<file path="src/arre_pkg.sv">
// shared types and constants for the ack/retry roll engine
// used by arre_prio_enc and ack_retry_roll_engine_core; no dependencies
package arre_pkg;

	localparam int NODES_DEF = 32;

	localparam int NODE_W  = 5;
	localparam int CTX_W   = 16;
	localparam int SEQ_W   = 16;
	localparam int TIME_W  = 32;
	localparam int CODE_W  = 8;
	localparam int ATT_W   = 4;
	localparam int WIN_W   = 24;
	localparam int OP_W    = 3;
	localparam int ADDR_W  = 4;
	localparam int DATA_W  = 32;

	localparam int S_TDATA_W = 80;
	localparam int M_TDATA_W = 64;

	localparam logic [WIN_W-1:0] ACK_TIMEOUT_RST   = WIN_W'(2000);
	localparam logic [ATT_W-1:0] RETRY_LIMIT_RST   = ATT_W'(3);
	localparam logic [WIN_W-1:0] RETRY_BACKOFF_RST = WIN_W'(1000);

	typedef enum logic [OP_W-1:0] {
		OP_HEARD  = 3'd0,
		OP_SUBMIT = 3'd1,
		OP_POLL   = 3'd2,
		OP_SENT   = 3'd3,
		OP_ACK    = 3'd4
	} op_t;

	typedef enum logic [3:0] {
		PH_IDLE = 4'b0001,
		PH_SEND = 4'b0010,
		PH_WAIT = 4'b0100,
		PH_DONE = 4'b1000
	} phase_t;

	typedef enum logic [1:0] {
		ACT_NONE    = 2'd0,
		ACT_SEND    = 2'd1,
		ACT_RESOLVE = 2'd2
	} action_t;

	typedef enum logic [1:0] {
		OC_PENDING = 2'd0,
		OC_ROLLED  = 2'd1,
		OC_FAILED  = 2'd2
	} outcome_t;

	typedef enum logic [1:0] {
		REG_ACK_TIMEOUT   = 2'd0,
		REG_RETRY_LIMIT   = 2'd1,
		REG_RETRY_BACKOFF = 2'd2
	} reg_idx_t;

	localparam logic [CODE_W-1:0] ACK_OK      = 8'd0;
	localparam logic [CODE_W-1:0] ACK_REJ_CTX = 8'd1;
	localparam logic [CODE_W-1:0] ACK_BUSY    = 8'd2;

	// lowest due-and-pending node
	typedef struct packed {
		logic              valid;
		logic [NODE_W-1:0] node;
	} due_t;

	// result word, last field in the lowest bits
	typedef struct packed {
		logic [NODE_W-1:0] due_node;
		logic              due_valid;
		logic [CODE_W-1:0] fail_code;
		logic              no_ack;
		outcome_t          outcome;
		logic [ATT_W-1:0]  attempt;
		logic [CTX_W-1:0]  out_ctx;
		logic [SEQ_W-1:0]  out_seq;
		logic [NODE_W-1:0] dest_node;
		logic              accepted;
	} result_t;

endpackage

</file>
<file path="src/arre_prio_enc.sv">
// lowest-index set-bit finder for the due report
// depends on arre_pkg
module arre_prio_enc #(
	parameter int WIDTH = arre_pkg::NODES_DEF
) (
	input  logic [WIDTH-1:0] req,
	output arre_pkg::due_t   due
);
	import arre_pkg::*;

	always_comb begin
		due = '0;
		for (int i = WIDTH - 1; i >= 0; i--) begin
			if (req[i]) begin
				due.valid = 1'b1;
				due.node  = NODE_W'(i);
			end
		end
	end

endmodule

</file>
<file path="src/ack_retry_roll_engine_core.sv">
// top level of the ack/retry roll engine: event stream in, one result word per event out
// depends on arre_pkg and arre_prio_enc
//
//   channel   dir  fields
//   s_*       in   tuser: operation[2:0]; tdata: node_index, ctx_id, seq, now_ms, ack_code
//   m_*       out  tuser: action[1:0]; tdata: accepted .. due_node (see port comments)
//   apb       in   ack_timeout_ms @0x0, retry_limit @0x4, retry_backoff_ms @0x8
//
// one word in, one word out per cycle while the result side does not stall
// an event passes the input register, then the result register
// the job state updates as an event leaves the input register for the result register
// a stalled result register holds the input register, and then s_tready drops
// reset restores all job state, masks and configuration registers at once, no sweep
module ack_retry_roll_engine_core #(
	parameter int NODES = arre_pkg::NODES_DEF
) (
	input  logic                            clk,
	input  logic                            arst_n,
	// event stream
	input  logic                            s_tvalid,
	output logic                            s_tready,
	// node_index[4:0], ctx_id[20:5], seq[36:21], now_ms[68:37], ack_code[76:69], zero pad
	input  logic [arre_pkg::S_TDATA_W-1:0]  s_tdata,
	// operation[2:0]
	input  logic [arre_pkg::OP_W-1:0]       s_tuser,
	// result stream
	output logic                            m_tvalid,
	input  logic                            m_tready,
	// accepted[0], dest_node[5:1], out_seq[21:6], out_ctx[37:22], attempt[41:38],
	// outcome[43:42], no_ack[44], fail_code[52:45], due_valid[53], due_node[58:54], zero pad
	output logic [arre_pkg::M_TDATA_W-1:0]  m_tdata,
	// action[1:0]
	output logic [1:0]                      m_tuser,
	// configuration
	input  logic                            psel,
	input  logic                            penable,
	input  logic                            pwrite,
	input  logic [arre_pkg::ADDR_W-1:0]     paddr,
	input  logic [arre_pkg::DATA_W-1:0]     pwdata,
	output logic [arre_pkg::DATA_W-1:0]     prdata,
	output logic                            pready
);
	import arre_pkg::*;

	// configuration registers
	logic [WIN_W-1:0] ack_timeout_q;
	logic [ATT_W-1:0] retry_limit_q;
	logic [WIN_W-1:0] retry_backoff_q;
	logic             cfg_wr;
	reg_idx_t         cfg_idx;

	// input register
	logic              s1_valid;
	logic [OP_W-1:0]   s1_op;
	logic [NODE_W-1:0] s1_node;
	logic [CTX_W-1:0]  s1_ctx;
	logic [SEQ_W-1:0]  s1_seq;
	logic [TIME_W-1:0] s1_now;
	logic [CODE_W-1:0] s1_code;

	// job state
	phase_t            phase_q,   phase_n;
	logic [NODES-1:0]  pending_q, pending_n;
	logic [NODES-1:0]  due_q,     due_n;
	logic [NODE_W-1:0] job_node_q, job_node_n;
	logic [CTX_W-1:0]  job_ctx_q,  job_ctx_n;
	logic [SEQ_W-1:0]  job_seq_q,  job_seq_n;
	logic [ATT_W-1:0]  attempt_q,  attempt_n;
	outcome_t          outcome_q,  outcome_n;
	logic              no_ack_q,   no_ack_n;
	logic [CODE_W-1:0] fail_code_q, fail_code_n;
	logic [TIME_W-1:0] win_start_q, win_start_n;

	// result register
	logic    m_valid_q;
	result_t m_res_q;
	action_t m_act_q;
	result_t res_n;
	result_t res_out;
	action_t act_n;

	// handshakes and datapath helpers
	logic              s_accept;
	logic              adv;
	logic [NODES-1:0]  evt_bit;
	logic [NODES-1:0]  job_bit;
	logic [TIME_W-1:0] win_len;
	logic [TIME_W-1:0] elapsed;
	logic              win_open;
	due_t              due_rpt;

	// ---------------- configuration port ----------------
	assign pready  = 1'b1;
	assign cfg_wr  = psel && penable && pwrite && pready;
	assign cfg_idx = reg_idx_t'(paddr[3:2]);

	always_ff @(posedge clk or negedge arst_n) begin
		if (!arst_n) begin
			ack_timeout_q   <= ACK_TIMEOUT_RST;
			retry_limit_q   <= RETRY_LIMIT_RST;
			retry_backoff_q <= RETRY_BACKOFF_RST;
		end else if (cfg_wr) begin
			unique case (cfg_idx)
				REG_ACK_TIMEOUT:   ack_timeout_q   <= pwdata[WIN_W-1:0];
				REG_RETRY_LIMIT:   retry_limit_q   <= pwdata[ATT_W-1:0];
				REG_RETRY_BACKOFF: retry_backoff_q <= pwdata[WIN_W-1:0];
				default: ;
			endcase
		end
	end

	always_comb begin
		unique case (cfg_idx)
			REG_ACK_TIMEOUT:   prdata = DATA_W'(ack_timeout_q);
			REG_RETRY_LIMIT:   prdata = DATA_W'(retry_limit_q);
			REG_RETRY_BACKOFF: prdata = DATA_W'(retry_backoff_q);
			default:           prdata = '0;
		endcase
	end

	// ---------------- stream control ----------------
	// the compute stage fires when the result register is free or being drained
	assign adv      = s1_valid && (!m_valid_q || m_tready);
	assign s_tready = !s1_valid || adv;
	assign s_accept = s_tvalid && s_tready;

	always_ff @(posedge clk or negedge arst_n) begin
		if (!arst_n) begin
			s1_valid <= 1'b0;
		end else if (s_accept) begin
			s1_valid <= 1'b1;
		end else if (adv) begin
			s1_valid <= 1'b0;
		end
	end

	// event payload, no reset needed
	always_ff @(posedge clk) begin
		if (s_accept) begin
			s1_op   <= s_tuser;
			s1_node <= s_tdata[4:0];
			s1_ctx  <= s_tdata[20:5];
			s1_seq  <= s_tdata[36:21];
			s1_now  <= s_tdata[68:37];
			s1_code <= s_tdata[76:69];
		end
	end

	// ---------------- event logic ----------------
	// unknown nodes (index NODES or above) have no mask bit
	assign evt_bit = (32'(s1_node) < NODES) ? (NODES'(1) << s1_node) : '0;
	assign job_bit = (32'(job_node_q) < NODES) ? (NODES'(1) << job_node_q) : '0;

	// ack window, wrap-safe: a negative elapsed time counts as still open
	assign win_len  = TIME_W'(ack_timeout_q)
	                + ((attempt_q != '0) ? TIME_W'(retry_backoff_q) : '0);
	assign elapsed  = s1_now - win_start_q;
	assign win_open = elapsed[TIME_W-1] || (elapsed < win_len);

	always_comb begin
		phase_n     = phase_q;
		pending_n   = pending_q;
		due_n       = due_q;
		job_node_n  = job_node_q;
		job_ctx_n   = job_ctx_q;
		job_seq_n   = job_seq_q;
		attempt_n   = attempt_q;
		outcome_n   = outcome_q;
		no_ack_n    = no_ack_q;
		fail_code_n = fail_code_q;
		win_start_n = win_start_q;
		res_n       = '0;
		act_n       = ACT_NONE;

		unique case (s1_op)
			OP_HEARD: begin
				// a heard from the node of the running job is ignored
				if ((pending_q & evt_bit) != '0
				    && !(phase_q != PH_IDLE && job_node_q == s1_node)) begin
					due_n = due_q | evt_bit;
				end
			end
			OP_SUBMIT: begin
				if (phase_q == PH_IDLE && (pending_q & evt_bit) != '0 && s1_ctx != '0) begin
					due_n          = due_q & ~evt_bit;
					job_node_n     = s1_node;
					job_ctx_n      = s1_ctx;
					job_seq_n      = s1_seq;
					attempt_n      = '0;
					outcome_n      = OC_PENDING;
					no_ack_n       = 1'b0;
					fail_code_n    = '0;
					win_start_n    = s1_now;
					phase_n        = PH_SEND;
					res_n.accepted = 1'b1;
				end
			end
			OP_POLL: begin
				// window expiry first: retry or give up with no ack
				if (phase_q == PH_WAIT && !win_open) begin
					if (attempt_q >= retry_limit_q) begin
						outcome_n   = OC_FAILED;
						no_ack_n    = 1'b1;
						fail_code_n = '0;
						phase_n     = PH_DONE;
					end else begin
						attempt_n = attempt_q + ATT_W'(1);
						phase_n   = PH_SEND;
					end
				end
				// then report what the job needs now
				if (phase_n == PH_SEND || phase_n == PH_DONE) begin
					res_n.dest_node = job_node_q;
					res_n.out_seq   = job_seq_q;
					res_n.out_ctx   = job_ctx_q;
					res_n.attempt   = attempt_n;
				end
				if (phase_n == PH_SEND) begin
					act_n = ACT_SEND;
				end else if (phase_n == PH_DONE) begin
					act_n           = ACT_RESOLVE;
					res_n.outcome   = outcome_n;
					res_n.no_ack    = no_ack_n;
					res_n.fail_code = fail_code_n;
					phase_n         = PH_IDLE;
				end
			end
			OP_SENT: begin
				if (phase_q == PH_SEND) begin
					win_start_n = s1_now;
					phase_n     = PH_WAIT;
				end
			end
			OP_ACK: begin
				if (phase_q == PH_WAIT && s1_node == job_node_q && s1_seq == job_seq_q) begin
					res_n.accepted = 1'b1;
					case (s1_code) inside
						ACK_OK, ACK_REJ_CTX: begin
							// roll: node leaves both masks, ack carries the new context
							pending_n = pending_q & ~job_bit;
							due_n     = due_q & ~job_bit;
							job_ctx_n = s1_ctx;
							outcome_n = OC_ROLLED;
							phase_n   = PH_DONE;
						end
						ACK_BUSY: begin
							// reopen the window, no attempt spent
							win_start_n = s1_now;
						end
						default: begin
							outcome_n   = OC_FAILED;
							no_ack_n    = 1'b0;
							fail_code_n = s1_code;
							phase_n     = PH_DONE;
						end
					endcase
				end
			end
			default: ;
		endcase
	end

	// due report is taken after this event's update
	arre_prio_enc #(
		.WIDTH (NODES)
	) u_due_enc (
		.req (due_n & pending_n),
		.due (due_rpt)
	);

	// result word with the due report merged in
	always_comb begin
		res_out           = res_n;
		res_out.due_valid = due_rpt.valid;
		res_out.due_node  = due_rpt.node;
	end

	// ---------------- state and result registers ----------------
	always_ff @(posedge clk or negedge arst_n) begin
		if (!arst_n) begin
			phase_q     <= PH_IDLE;
			pending_q   <= '1;
			due_q       <= '0;
			job_node_q  <= '0;
			job_ctx_q   <= '0;
			job_seq_q   <= '0;
			attempt_q   <= '0;
			outcome_q   <= OC_PENDING;
			no_ack_q    <= 1'b0;
			fail_code_q <= '0;
			win_start_q <= '0;
		end else if (adv) begin
			phase_q     <= phase_n;
			pending_q   <= pending_n;
			due_q       <= due_n;
			job_node_q  <= job_node_n;
			job_ctx_q   <= job_ctx_n;
			job_seq_q   <= job_seq_n;
			attempt_q   <= attempt_n;
			outcome_q   <= outcome_n;
			no_ack_q    <= no_ack_n;
			fail_code_q <= fail_code_n;
			win_start_q <= win_start_n;
		end
	end

	always_ff @(posedge clk or negedge arst_n) begin
		if (!arst_n) begin
			m_valid_q <= 1'b0;
		end else if (adv) begin
			m_valid_q <= 1'b1;
		end else if (m_tready) begin
			m_valid_q <= 1'b0;
		end
	end

	always_ff @(posedge clk) begin
		if (adv) begin
			m_res_q <= res_out;
			m_act_q <= act_n;
		end
	end

	assign m_tvalid = m_valid_q;
	assign m_tdata  = M_TDATA_W'(m_res_q);
	assign m_tuser  = m_act_q;

	// ---------------- assertions ----------------
	// a node can only be due while it is still pending
	a_due_in_pending: assert property (@(posedge clk) disable iff (!arst_n)
		(due_q & ~pending_q) == '0)
		else $error("due node outside pending mask");

	// a reported due node is a real table entry
	a_due_node_range: assert property (@(posedge clk) disable iff (!arst_n)
		m_valid_q && m_res_q.due_valid |-> 32'(m_res_q.due_node) < NODES)
		else $error("due node beyond table");

	// a taken submit starts the job in send-due
	a_submit_starts: assert property (@(posedge clk) disable iff (!arst_n)
		adv && s1_op == OP_SUBMIT && res_n.accepted |=> phase_q == PH_SEND)
		else $error("accepted submit did not open a job");

	// a resolve report always frees the engine
	a_resolve_idles: assert property (@(posedge clk) disable iff (!arst_n)
		adv && act_n == ACT_RESOLVE |=> phase_q == PH_IDLE)
		else $error("resolve left the engine busy");

endmodule

</file>
<file path="config.mk">
export PLATFORM = sky130hd
export DESIGN_NAME = ack_retry_roll_engine_core
export DESIGN_NICKNAME = d
export VERILOG_FILES = /design/src/arre_pkg.sv /design/src/arre_prio_enc.sv /design/src/ack_retry_roll_engine_core.sv
export SDC_FILE = /design/constraint.sdc
export NUM_CORES = 1
export LEC_CHECK = 0
export BUFFER_PORTS_ARGS = -buffer_cell sky130_fd_sc_hd__buf_2
export CAP_MARGIN = 20
export CELL_PAD_IN_SITES_DETAIL_PLACEMENT = 2
export CELL_PAD_IN_SITES_GLOBAL_PLACEMENT = 2
export CORE_UTILIZATION = 33
export CTS_CLUSTER_DIAMETER = 80
export DETAILED_ROUTE_END_ITERATION = 10
export PLACE_DENSITY_LB_ADDON = 0.1
export SLEW_MARGIN = 20
export SYNTH_ARGS = -nofsm -noshare
export SYNTH_HDL_FRONTEND = slang
export SYNTH_SLANG_ARGS = --single-unit
</file>
<file path="constraint.sdc">
create_clock -name clk -period 7.21 [get_ports clk]
set_input_delay 1.442 -clock clk [delete_from_list [all_inputs] [get_ports clk]]
set_output_delay 1.442 -clock clk [all_outputs]
set_load 0.005 [all_outputs]
</file>
==> results.txt, run 1 <==
----------------------------------------------------
[Clocking]
  Root buf cell ... sky130_fd_sc_hd__clkbuf_16
  H-tree depth ... 2
  Clock sink count ... about 350
  Hold Buf Count CTS ... 0
  Clock latency on the worst-skew pair ... between 0.5 and 0.6 ns
  TritonCTS clock tree ... yes
  Number of CTS-inserted buffers ... between 40 and 50
  Buffers from clock root to sink, at most ... 3
  CTS clk-pin slew, worst paths ... ~0.06 ns

[Routing]
  First-pass iteration count of the detailed router ... 6
  Remaining DRCs ... 0
  Wire per inst ... 23.7 microns
  Drt via density ... 5.45
  Number of routed nets with antenna violations ... 0
  Post-detailed-routing wire length ... 66.9 mm
  1st-iter DRT viols ... 663
  Total number of vias ... ~15000

[Synthesis]
  Sequential area share after synthesis ... 0.483
  Simple-gate area share of the yosys netlist ... 0.142
  Yosys reg bits ... approximately 350
  Main combinational cell family by area after synthesis ... compound AO/OA/AOI/OAI gates
  Yosys warnings ... 0
  Synthesized-area fraction occupied by adder cells ... 0.0565
  Cell count after synthesis ... roughly 1800
  Top flip-flop cell by instance count after synthesis ... sky130_fd_sc_hd__dfrtp_1
  Fraction of the mapped netlist area in compound gates ... 0.161
  FFs w/ async S/R, synth ... 0.594
  Synthesized area per cell ... approximately 11 sq um
  Number of flops mapped to enable cells by yosys ... about 140
  Netlist area before placement ... ~20000 sq um
  Post-Synth XOR/XNOR Area ... 0.0318
  Post-synth cell types ... ~100
  Multiplexer share of the synthesized area ... 0.0880

[Critical path]
  Register-to-Register Path Depth ... 33
  Arrival time at the worst endpoint ... 7.49 ns
  Data required time of the critical path ... approximately 7.6 ns
  Endpoint class of the critical path ... register
  Worst-path cell with the longest stage delay ... sky130_fd_sc_hd__or4_4
  Most used cell, CP ... sky130_fd_sc_hd__a21o_1
  Delay of the slowest critical-path stage ... 0.45 ns
  Critical setup path kind ... reg -> reg
  R2R Setup Slk ... about 0.066 ns
  Worst setup SP type ... register
  Critical path peak fanout ... 11
  Worst reg2reg path endpoint ... m_tdata[13]
  Origin of the critical flop-to-flop path ... attempt_q[0]

[STA]
  Final-report max-slew violation count ... 0
  Normalized max-slew margin ... 0.259
  Worst Tran Pin Value ... 1.11 ns
  Crit share post-route ... 0.991
  # setup viols final ... 0
  Final period demand of the worst path ... 7.14 ns
  Setup total negative slack ... 0 ns
  Layout Skew ... 0.0234 ns
  Max Freq ... approximately 140 MHz
  Number of hold violations in the final report ... 0
  RSZ-0062 raised after global routing ... yes

[Power]
  P_leak ... roughly 10 nW
  Final Power ... roughly 6.8 mW
  Largest voltage drop on the vdd net ... around 0.19 mV
  Power per cell area ... 292 nW/um^2

[Global routing]
  Number of antenna violations at the first check in global routing ... 5
  Maximum number of pins on one net before global-route repair ... between 100 and 150
  Vias in the first global route ... between 15000 and 20000
  Total grt overflow ... 0
  Wire length of the first global-routing pass ... ~100 mm
  Gr usage total ... 0.223

[Finish]
  Growth of design area from synthesis to finish ... 19.4%
  Cell area after layout ... 23300 sq um
  Core utilization of the finished layout ... 0.402
  Layout cell share with drive strength beyond 1 ... 0.306
  Final nets ... between 2000 and 2500

[Hold path]
  Cell depth of the worst hold path ... 1
  Worst Min Path Start ... pending_q[27]
  Class of the worst hold path ... reg -> reg
  Worst-case hold path end point ... pending_q[27]

[Place]
  Estimated wirelength of the detail-placed design ... ~48 mm
  Placement Cell Area ... 21600 sq um
  RD Place Congestion ... about 0.83
  IO Port Bufs ... ~200

[Die]
  Starting Density ... 0.336
  Num rows ... 88
  Width of the die ... about 250 microns
  Floorplan Core Area ... approximately 58000 sq um
  Die Footprint ... about 60000 sq um
  Floorplan die height ... between 200 and 250 microns
  Top-Level Pins ... roughly 230

[Run status]
  Status ... completed

[Job]
  Max Cap Viol ... 0

----------------------------------------------------
## per-stage QoR
stage               setup WS [ns]  hold WS (ns)  std cells
finish                     0.0660         0.465       2824
floorplan                   0.175         0.443       1806
global placement           -0.133         0.451       2727
CTS                       -0.0278         0.465       2816
global route               -0.235         0.477       2824
detailed placement         -0.235         0.457       2727
## power breakdown
part / leakage (nW) / internal, mW / switching (mW)
Sequential: 3.92 / 2.31 / 0.161
Clock: 0.683 / 1.27 / 0.908
Combinational: 5.36 / 0.953 / 1.22
## critical path: cells and delay by family (launching register included)
| kind | cells | cell delay, ns |
|---|---|---|
| xor+xnor | 1 | 0.13 |
| simple gates | 6 | 1.08 |
| fa+ha+maj | 4 | 0.95 |
| flops | 1 | 0.39 |
| buf+inv | 4 | 0.57 |
| compound gates | 18 | 3.76 |
## kinds of logic (layout without fill, tap and decap cells)
kind of cell,after synthesis,after routing
AOI/OAI and AO/OA,464,464
xor gates and xnor gates,71,71
adders and majority gates,87,87
buffers and inverters,163,415
DFF,347,347
muxes,156,156
other,2,15
and+or+nand+nor,504,504
## cell usage in the layout (no fill, tap or decap), types with 8 or more instances in the layout
master,n
sky130_fd_sc_hd__and3_4,8
sky130_fd_sc_hd__nand3b_1,9
sky130_fd_sc_hd__a31o_2,8
sky130_fd_sc_hd__nand2b_1,20
sky130_fd_sc_hd__a21oi_1,147
sky130_fd_sc_hd__nor2_1,99
sky130_fd_sc_hd__o21bai_1,8
sky130_fd_sc_hd__a22o_1,13
sky130_fd_sc_hd__a21o_1,26
sky130_fd_sc_hd__a211oi_1,13
sky130_fd_sc_hd__nor3_1,36
sky130_fd_sc_hd__dfrtp_1,159
sky130_fd_sc_hd__clkinv_2,8
sky130_fd_sc_hd__mux2_2,125
sky130_fd_sc_hd__o21a_1,36
sky130_fd_sc_hd__or3_1,19
sky130_fd_sc_hd__o21ai_0,62
sky130_fd_sc_hd__a31oi_1,32
sky130_fd_sc_hd__ha_1,83
sky130_fd_sc_hd__xor2_1,15
sky130_fd_sc_hd__nand4_1,19
sky130_fd_sc_hd__nor2b_1,36
sky130_fd_sc_hd__edfxtp_1,141
sky130_fd_sc_hd__clkbuf_16,44
sky130_fd_sc_hd__and3_1,19
sky130_fd_sc_hd__and2_4,42
sky130_fd_sc_hd__dfstp_2,47
sky130_fd_sc_hd__clkbuf_1,14
sky130_fd_sc_hd__buf_2,198
sky130_fd_sc_hd__nand3_1,46
sky130_fd_sc_hd__conb_1,14
sky130_fd_sc_hd__nand2_1,86
sky130_fd_sc_hd__and2_1,13
sky130_fd_sc_hd__xnor2_1,56
sky130_fd_sc_hd__mux2i_1,30
sky130_fd_sc_hd__inv_1,57
sky130_fd_sc_hd__a21boi_0,14
sky130_fd_sc_hd__o2111ai_1,9
sky130_fd_sc_hd__buf_4,63
## synth_stat cells, drive strengths merged (16+ instances only)
library cell  instances  share of area
inv                  60          0.012
nand4                19         0.0061
a21boi               16         0.0067
o21ai                70          0.019
nand2                87          0.017
nor2b                38          0.012
nor2                100          0.019
nor3                 41          0.011
nand3                48          0.013
ha                   85          0.054
and3                 27         0.0086
xnor2                56          0.025
edfxtp              141           0.22
o21a                 37          0.014
or3                  19         0.0061
dfstp                47          0.063
mux2i                30          0.015
buf                  36          0.013
a21oi               153          0.040
clkbuf               66          0.013
dfrtp               159           0.20
a21o                 27          0.010
nand2b               20         0.0064
a31oi                35          0.012
a211oi               17         0.0073
and2                 55          0.022
mux2                126          0.073
## area by class of cell
type                            instances  area [sq um]
Antenna cell                            1          2.50
Clock buffer                           61          1190
Clock inverter                         20           201
Fill cell                            6165         34800
Inverter                               61           239
Multi-Input combinational cell       1296          9640
Sequential cell                       347          9450
Tap cell                              765           957
Timing Repair Buffer                  273          1660
## registers in the layout, indices dropped and copies added, names as in the netlist, 24 cells and up
signal / flops
pending_q: 32
s1_now: 32
m_tdata: 59
retry_backoff_q: 24
due_q: 32
ack_timeout_q: 24
win_start_q: 32
## per-layer routing
layer,up-vias,global-route usage,wire [microns]
li1,7053,-,-
met1,7960,0.294,30500
met2,283,0.371,31900
met3,89,0.0467,3120
met4,6,0.0548,1370
met5,-,0,38
## repair_timing
action,4_1_cts,5_1_grt
gates resized for setup,19,31
setup buffers,6,8
setup endpoints to repair,68,72
pin swaps,11,20
cloned,2,0
## how the worst max path moves through the flow
stage	from	to	slack (ns)	cells after the start
floorplan	attempt_q[0]	m_tdata[39]	0.17	30
global placement	attempt_q[0]	m_tdata[5]	-0.13	31
detailed placement	attempt_q[0]	m_tdata[5]	-0.24	31
CTS	attempt_q[0]	m_tdata[14]	-0.03	31
global route	attempt_q[0]	m_tdata[19]	-0.24	33
finish	attempt_q[0]	m_tdata[13]	0.07	33
Power figures use the tool's default switching activity.
==> run 2: changes to the inputs <==
--- a/config.mk
+++ b/config.mk
@@ -9,7 +9,7 @@
 export CAP_MARGIN = 20
 export CELL_PAD_IN_SITES_DETAIL_PLACEMENT = 2
 export CELL_PAD_IN_SITES_GLOBAL_PLACEMENT = 2
-export CORE_UTILIZATION = 33
+export CORE_UTILIZATION = 35
 export CTS_CLUSTER_DIAMETER = 80
 export DETAILED_ROUTE_END_ITERATION = 10
 export PLACE_DENSITY_LB_ADDON = 0.1
@@ -17,3 +17,4 @@
 export SYNTH_ARGS = -nofsm -noshare
 export SYNTH_HDL_FRONTEND = slang
 export SYNTH_SLANG_ARGS = --single-unit
+export TNS_END_PERCENT = 10
==> run 2 against run 1 <==
  * Final area shrank 0.72%
  * Critical path depth shrank 2
  * First-iteration DRC count grew 9.7%
  * Clock power grew 2%
  * Total power shrank 0.17%
  * Utilization grew 1.9 points
  * Setup slack gained 0.064 ns
  * Sequential share of layout area grew 0.29 points
  * Critical path type unchanged
==> results.txt, run 2 (synthesized netlist as in run 1, its figures left out) <==
----------------------------------------------------
[Run status]
  Status ... completed

[Clocking]
  Root buf cell ... sky130_fd_sc_hd__clkbuf_16
  H-tree depth ... 2
  Buffers from clock root to sink, at most ... 3
  Clock latency on the worst-skew pair ... 0.60 ns
  Hold Buf Count CTS ... 0
  Number of CTS-inserted buffers ... between 40 and 50
  CTS clk-pin slew, worst paths ... about 0.060 ns
  TritonCTS clock tree ... yes
  Clock sink count ... 347

[Finish]
  Layout filler cell count ... about 5800
  Combined flip-flop and latch cell area ... about 9400 sq um
  Max reg flops ... approximately 60
  Area taken by multi-input logic gates ... around 9600 sq um
  Final nets ... 2221
  Growth of design area from synthesis to finish ... 18.6%
  Leading cell types in the layout, fill and taps excluded ... 198 x sky130_fd_sc_hd__buf_2, 159 x sky130_fd_sc_hd__dfrtp_1, 150 x sky130_fd_sc_hd__a21oi_1
  Layout cell share with drive strength beyond 1 ... 0.297
  Post-route insts no fill ... roughly 2800
  Most common cell after layout, fill and taps aside ... sky130_fd_sc_hd__buf_2

[Place]
  IO Port Bufs ... 199
  Total placed cells including tap cells ... around 2700
  RD Place Congestion ... ~0.85
  Estimated wirelength of the detail-placed design ... 47.4 mm
  Pre-CTS setup slack ... -0.177 ns

[Critical path]
  Arrival time at the worst endpoint ... around 7.4 ns
  Endpoint class of the critical path ... register
  Worst setup SP type ... register
  Delay of the slowest critical-path stage ... about 0.45 ns
  Top delay family on crit path ... compound AO/OA/AOI/OAI gates
  Critical path peak fanout ... 15
  Worst-path cell with the longest stage delay ... sky130_fd_sc_hd__or4_4
  Worst Path Buf+Inv ... 2
  Critical setup path kind ... reg -> reg
  Data required time of the critical path ... 7.55 ns
  Most used cell, CP ... sky130_fd_sc_hd__a21o_1

[Power]
  Combinational fraction of design power ... 0.310
  Largest voltage drop on the vdd net ... between 0.15 and 0.2 mV
  Internal Power ... between 4 and 5 mW
  Switching component of the power ... ~2.3 mW
  Relative contribution of sequential cells to total power ... 0.362
  Clock network power share ... 0.328
  Switching Share ... 0.336
  Final Power ... about 6.8 mW
  Power per cell area ... slightly below 300 nW/um^2
  P_leak ... between 9 and 10 nW

[Job]
  Max Cap Viol ... 0

[STA]
  RSZ-0062 raised after global routing ... yes
  Max Freq ... around 140 MHz
  Worst Tran Pin Value ... 1.16 ns
  Normalized max-slew margin ... 0.224
  Crit share post-route ... 0.982
  Final period demand of the worst path ... around 7 ns
  Layout Skew ... 0.0244 ns
  Number of hold violations in the final report ... 0
  # setup viols final ... 0
  Fin worst setup slack ... 0.130 ns
  Final hold slack ... approximately 0.46 ns
  Final-report max-slew violation count ... 0
  Setup total negative slack ... 0 ns

[Die]
  Width of the die ... between 200 and 250 microns
  Top-Level Pins ... 227
  Floorplan Core Area ... between 50000 and 60000 sq um
  Die Footprint ... around 57000 sq um
  Num rows ... 86
  Floorplan die height ... about 240 microns
  Starting Density ... 0.355

[Routing]
  Drt via density ... between 5 and 6
  Remaining DRCs ... 0
  1st-iter DRT viols ... ~730
  First-pass iteration count of the detailed router ... 5
  Wire per inst ... about 24 microns
  Total number of vias ... ~15000
  Number of routed nets with antenna violations ... 0
  Post-detailed-routing wire length ... around 67 mm

[Global routing]
  Gr usage total ... 0.237
  Maximum number of pins on one net before global-route repair ... roughly 90
  Wire length of the first global-routing pass ... around 100 mm
  Number of antenna violations at the first check in global routing ... 3
  Vias in the first global route ... 17060
  Total grt overflow ... 0

[Hold path]
  Class of the worst hold path ... reg -> reg

----------------------------------------------------
## run 2: changes by cell type in the layout (fill, tap and decap cells not counted), sizes merged
cell / change
diode: +1
bufinv: -1
buf: -17
clkbuf: +1
clkinvlp: +2
## run 2: final cells by class
cell class | instances | share of cell area
Antenna cell | 2 | 0.000216
Clock buffer | 60 | 0.0540
Tap cell | 748 | 0.0404
Inverter | 61 | 0.0101
Sequential cell | 347 | 0.408
Timing Repair Buffer | 258 | 0.0655
Clock inverter | 21 | 0.00853
Multi-Input combinational cell | 1296 | 0.414
## run 2: power by group through the flow
stage / Sequential [mW] / Combinational (mW) / Clock [mW]
6_report: 2.47 / 2.11 / 2.23
5_1_grt: 2.49 / 2.37 / 2.35
4_1_cts: 2.47 / 2.10 / 2.29
3_5_place_dp: 2.50 / 2.06 / 0
3_3_place_gp: 2.48 / 1.97 / 0
2_1_floorplan: 2.44 / 1.42 / 0
## run 2: worst paths after layout
| kind | startpoint | to | slack [ns] | depth (start not counted) |
|---|---|---|---|---|
| max in group asynchronous | arst_n | s1_valid | 4.92 | 2 |
| min in group asynchronous | arst_n | win_start_q[10] | 0.92 | 1 |
| min | pending_q[23] | pending_q[23] | 0.46 | 1 |
| max | attempt_q[0] | m_tdata[27] | 0.13 | 31 |
| max reg2reg | attempt_q[0] | m_tdata[27] | 0.13 | 31 |
| min reg2reg | pending_q[23] | pending_q[23] | 0.46 | 1 |
## run 2: worst reg2reg max path, delay by kind of cell, from the launching register on
family / cells / cell delay, ns
compound gates: 19 / 4.09
fa+ha+maj: 4 / 0.98
buf+inv: 2 / 0.30
flops: 1 / 0.38
simple gates: 6 / 1.08
## run 2: repair_timing
action                                  4_1_cts  5_1_grt
endpoints found under the setup margin       64       73
gates resized for setup                       8       25
pin swaps                                     6       20
setup buffers                                 1        9
cloned                                        0        2
## run 2: through the flow
stage | area (sq um) | util
final | 23200 | 0.421
after global placement | 21500 | 0.390
after detailed placement | 21500 | 0.390
after global routing | 23200 | 0.421
after floorplan | 19600 | -
after CTS | 23000 | 0.417
## run 2: per-layer routing
metal  up-vias  track usage  wire length [microns]
met4         4       0.0732                   1680
met3       102       0.0457                   3420
met1      7848        0.313                  30200
met2       340        0.392                  31800
li1       7037            -                      -
met5         -            0                     22
==> run 3: changes to the inputs <==
--- a/config.mk
+++ b/config.mk
@@ -9,7 +9,8 @@
 export CAP_MARGIN = 20
 export CELL_PAD_IN_SITES_DETAIL_PLACEMENT = 2
 export CELL_PAD_IN_SITES_GLOBAL_PLACEMENT = 2
-export CORE_UTILIZATION = 35
+export CORE_UTILIZATION = 36
+export CTS_BUF_LIST = sky130_fd_sc_hd__clkbuf_8
 export CTS_CLUSTER_DIAMETER = 80
 export DETAILED_ROUTE_END_ITERATION = 10
 export PLACE_DENSITY_LB_ADDON = 0.1
==> run 3 against run 2 <==
  * Combinational power hardly changed
  * Worst hold slack about the same
  * Sequential share of layout area is 0.086 points higher
  * Via count up 1.1%
  * The flow now finishes with violations (negative setup slack)
  * Largest power group unchanged
  * Highest routed layer unchanged
  * Critical endpoint is now m_tdata[25]
  * Sequential cell count did not move
  * Setup slack worse by 0.19 ns
  * Final area is 0.21% lower
  * Clock power is 13% lower
  * Global-route usage rose by 0.35 points
  * Clock skew grew 0.018 ns
  * Maximum frequency is 2.6% lower
==> results.txt, run 3 (synthesized netlist as in run 1, its figures left out) <==
----------------------------------------------------
[Die]
  Die Footprint ... approximately 55000 sq um
  Num rows ... 85
  Floorplan Core Area ... 53700 sq um
  Width of the die ... between 200 and 250 microns
  Top-Level Pins ... roughly 230
  Floorplan die height ... roughly 240 microns
  Starting Density ... 0.364

[STA]
  Layout Skew ... approximately 0.042 ns
  Crit share post-route ... 1.01
  Normalized max-slew margin ... 0.244
  Final-report max-slew violation count ... 0
  RSZ-0062 raised after global routing ... yes
  Final hold slack ... roughly 0.46 ns
  Worst Tran Pin Value ... 1.13 ns
  Final period demand of the worst path ... ~7.3 ns
  Max Freq ... 138 MHz
  Number of hold violations in the final report ... 0
  # setup viols final ... 7
  Fin worst setup slack ... -0.0559 ns

[Clocking]
  TritonCTS clock tree ... yes
  Clock sink count ... 347
  H-tree depth ... 3
  Root buf cell ... sky130_fd_sc_hd__clkbuf_8
  Buffers from clock root to sink, at most ... 3
  CTS clk-pin slew, worst paths ... around 0.06 ns
  Hold Buf Count CTS ... 0
  Number of CTS-inserted buffers ... between 60 and 70
  Clock latency on the worst-skew pair ... 0.67 ns

[Run status]
  Status ... finished, violations left
  Violations in the final reports ... negative setup slack

[Critical path]
  Arrival time at the worst endpoint ... ~7.7 ns
  Delay of the slowest critical-path stage ... ~0.44 ns
  Data required time of the critical path ... around 7.6 ns
  Critical setup path kind ... reg -> reg
  Worst setup SP type ... register
  Critical path peak fanout ... 7
  R2R Setup Slk ... -0.06 ns
  Worst-path cell with the longest stage delay ... sky130_fd_sc_hd__or4_4
  Most used cell, CP ... sky130_fd_sc_hd__a21o_1
  Endpoint class of the critical path ... register

[Routing]
  Post-detailed-routing wire length ... 65.9 mm
  Remaining DRCs ... 0
  1st-iter DRT viols ... ~700
  Total number of vias ... ~16000
  Wire per inst ... 23.5 microns
  Drt via density ... approximately 5.5
  Number of routed nets with antenna violations ... 0
  First-pass iteration count of the detailed router ... 5

[Place]
  Estimated wirelength of the detail-placed design ... roughly 46 mm
  Total placed cells including tap cells ... 2655
  Pre-CTS setup slack ... -0.238 ns
  RD Place Congestion ... roughly 0.83
  IO Port Bufs ... 199

[Global routing]
  Gr usage total ... 0.241
  Maximum number of pins on one net before global-route repair ... 107
  Vias in the first global route ... about 17000
  Number of antenna violations at the first check in global routing ... 4
  Total grt overflow ... 0
  Wire length of the first global-routing pass ... just over 100 mm

[Power]
  P_leak ... a little over 10 nW
  Largest voltage drop on the vdd net ... 0.222 mV
  Power per cell area ... 283 nW/um^2

[Finish]
  Combined flip-flop and latch cell area ... around 9400 sq um
  Area taken by multi-input logic gates ... around 9600 sq um
  Layout filler cell count ... 5643
  Leading cell types in the layout, fill and taps excluded ... 198 x sky130_fd_sc_hd__buf_2, 159 x sky130_fd_sc_hd__dfrtp_1, 149 x sky130_fd_sc_hd__a21oi_1
  Core utilization of the finished layout ... 0.431
  Post-route insts no fill ... 2800
  Growth of design area from synthesis to finish ... 18.3%
  Max reg flops ... a little under 60
  Layout cell share with drive strength beyond 1 ... 0.309
  Final nets ... approximately 2300
  Most common cell after layout, fill and taps aside ... sky130_fd_sc_hd__buf_2

[Hold path]
  Class of the worst hold path ... reg -> reg

[Job]
  Max Cap Viol ... 0

----------------------------------------------------
[run 3: worst paths after layout]
kind,from,endpoint,depth (start not counted)
min,pending_q[22],pending_q[22],1
min reg2reg,pending_q[22],pending_q[22],1
max reg2reg,attempt_q[0],m_tdata[25],31
max in group asynchronous,arst_n,m_tvalid,2
max,attempt_q[0],m_tdata[25],31
min in group asynchronous,arst_n,win_start_q[7],1
[run 3: per-layer routing]
| layer | vias up | global-route usage | share of wire |
|---|---|---|---|
| met1 | 7960 | 0.313 | 0.44 |
| met5 | - | 0 | 0.00052 |
| li1 | 7125 | - | - |
| met3 | 108 | 0.0505 | 0.051 |
| met2 | 303 | 0.401 | 0.48 |
| met4 | 4 | 0.0732 | 0.024 |
[run 3: final cells by class]
| type | instances | share of cell area |
|---|---|---|
| antenna | 2 | 0.000216 |
| clock buffer | 73 | 0.0434 |
| clock inverter | 51 | 0.0135 |
| inverter | 61 | 0.0103 |
| multi-input combinational | 1296 | 0.415 |
| sequential | 347 | 0.408 |
| tap | 696 | 0.0377 |
| timing repair buffer | 274 | 0.0714 |
[run 3: metrics by stage]
step                      power (mW)  setup TNS, ns  cell area, sq um
after detailed placement        4.58         -10.19             21500
after global routing            6.98         -14.29             23100
after global placement          4.47          -3.49             21500
after floorplan                 3.86              0             19600
final                           6.55         -0.319             23100
after CTS                       6.63          -1.94             23000
[run 3: worst max-delay path, delay by kind of cell (launching register included)]
kind / cells / cell delay (ns)
AOI/OAI and AO/OA: 18 / 3.97
xor gates and xnor gates: 1 / 0.16
adders and majority gates: 4 / 1.01
buffers and inverters: 2 / 0.39
DFF: 1 / 0.40
and+or+nand+nor: 6 / 1.10
[run 3: power by group]
group / total (mW) / leakage (nW) / switching (mW) / internal [mW]
Combinational: 2.13 / 5.37 / 1.19 / 0.942
Clock: 1.95 / 0.788 / 0.954 / 0.994
Sequential: 2.47 / 3.92 / 0.160 / 2.31
[run 3: what timing repair did]
action / CTS / global route
endpoints found under the hold margin: 0 / 0
resized for setup: 17 / 23
gates cloned: 2 / 1
pin swaps: 7 / 12
buffers inserted: 9 / 7
endpoints found under the setup margin: 72 / 73
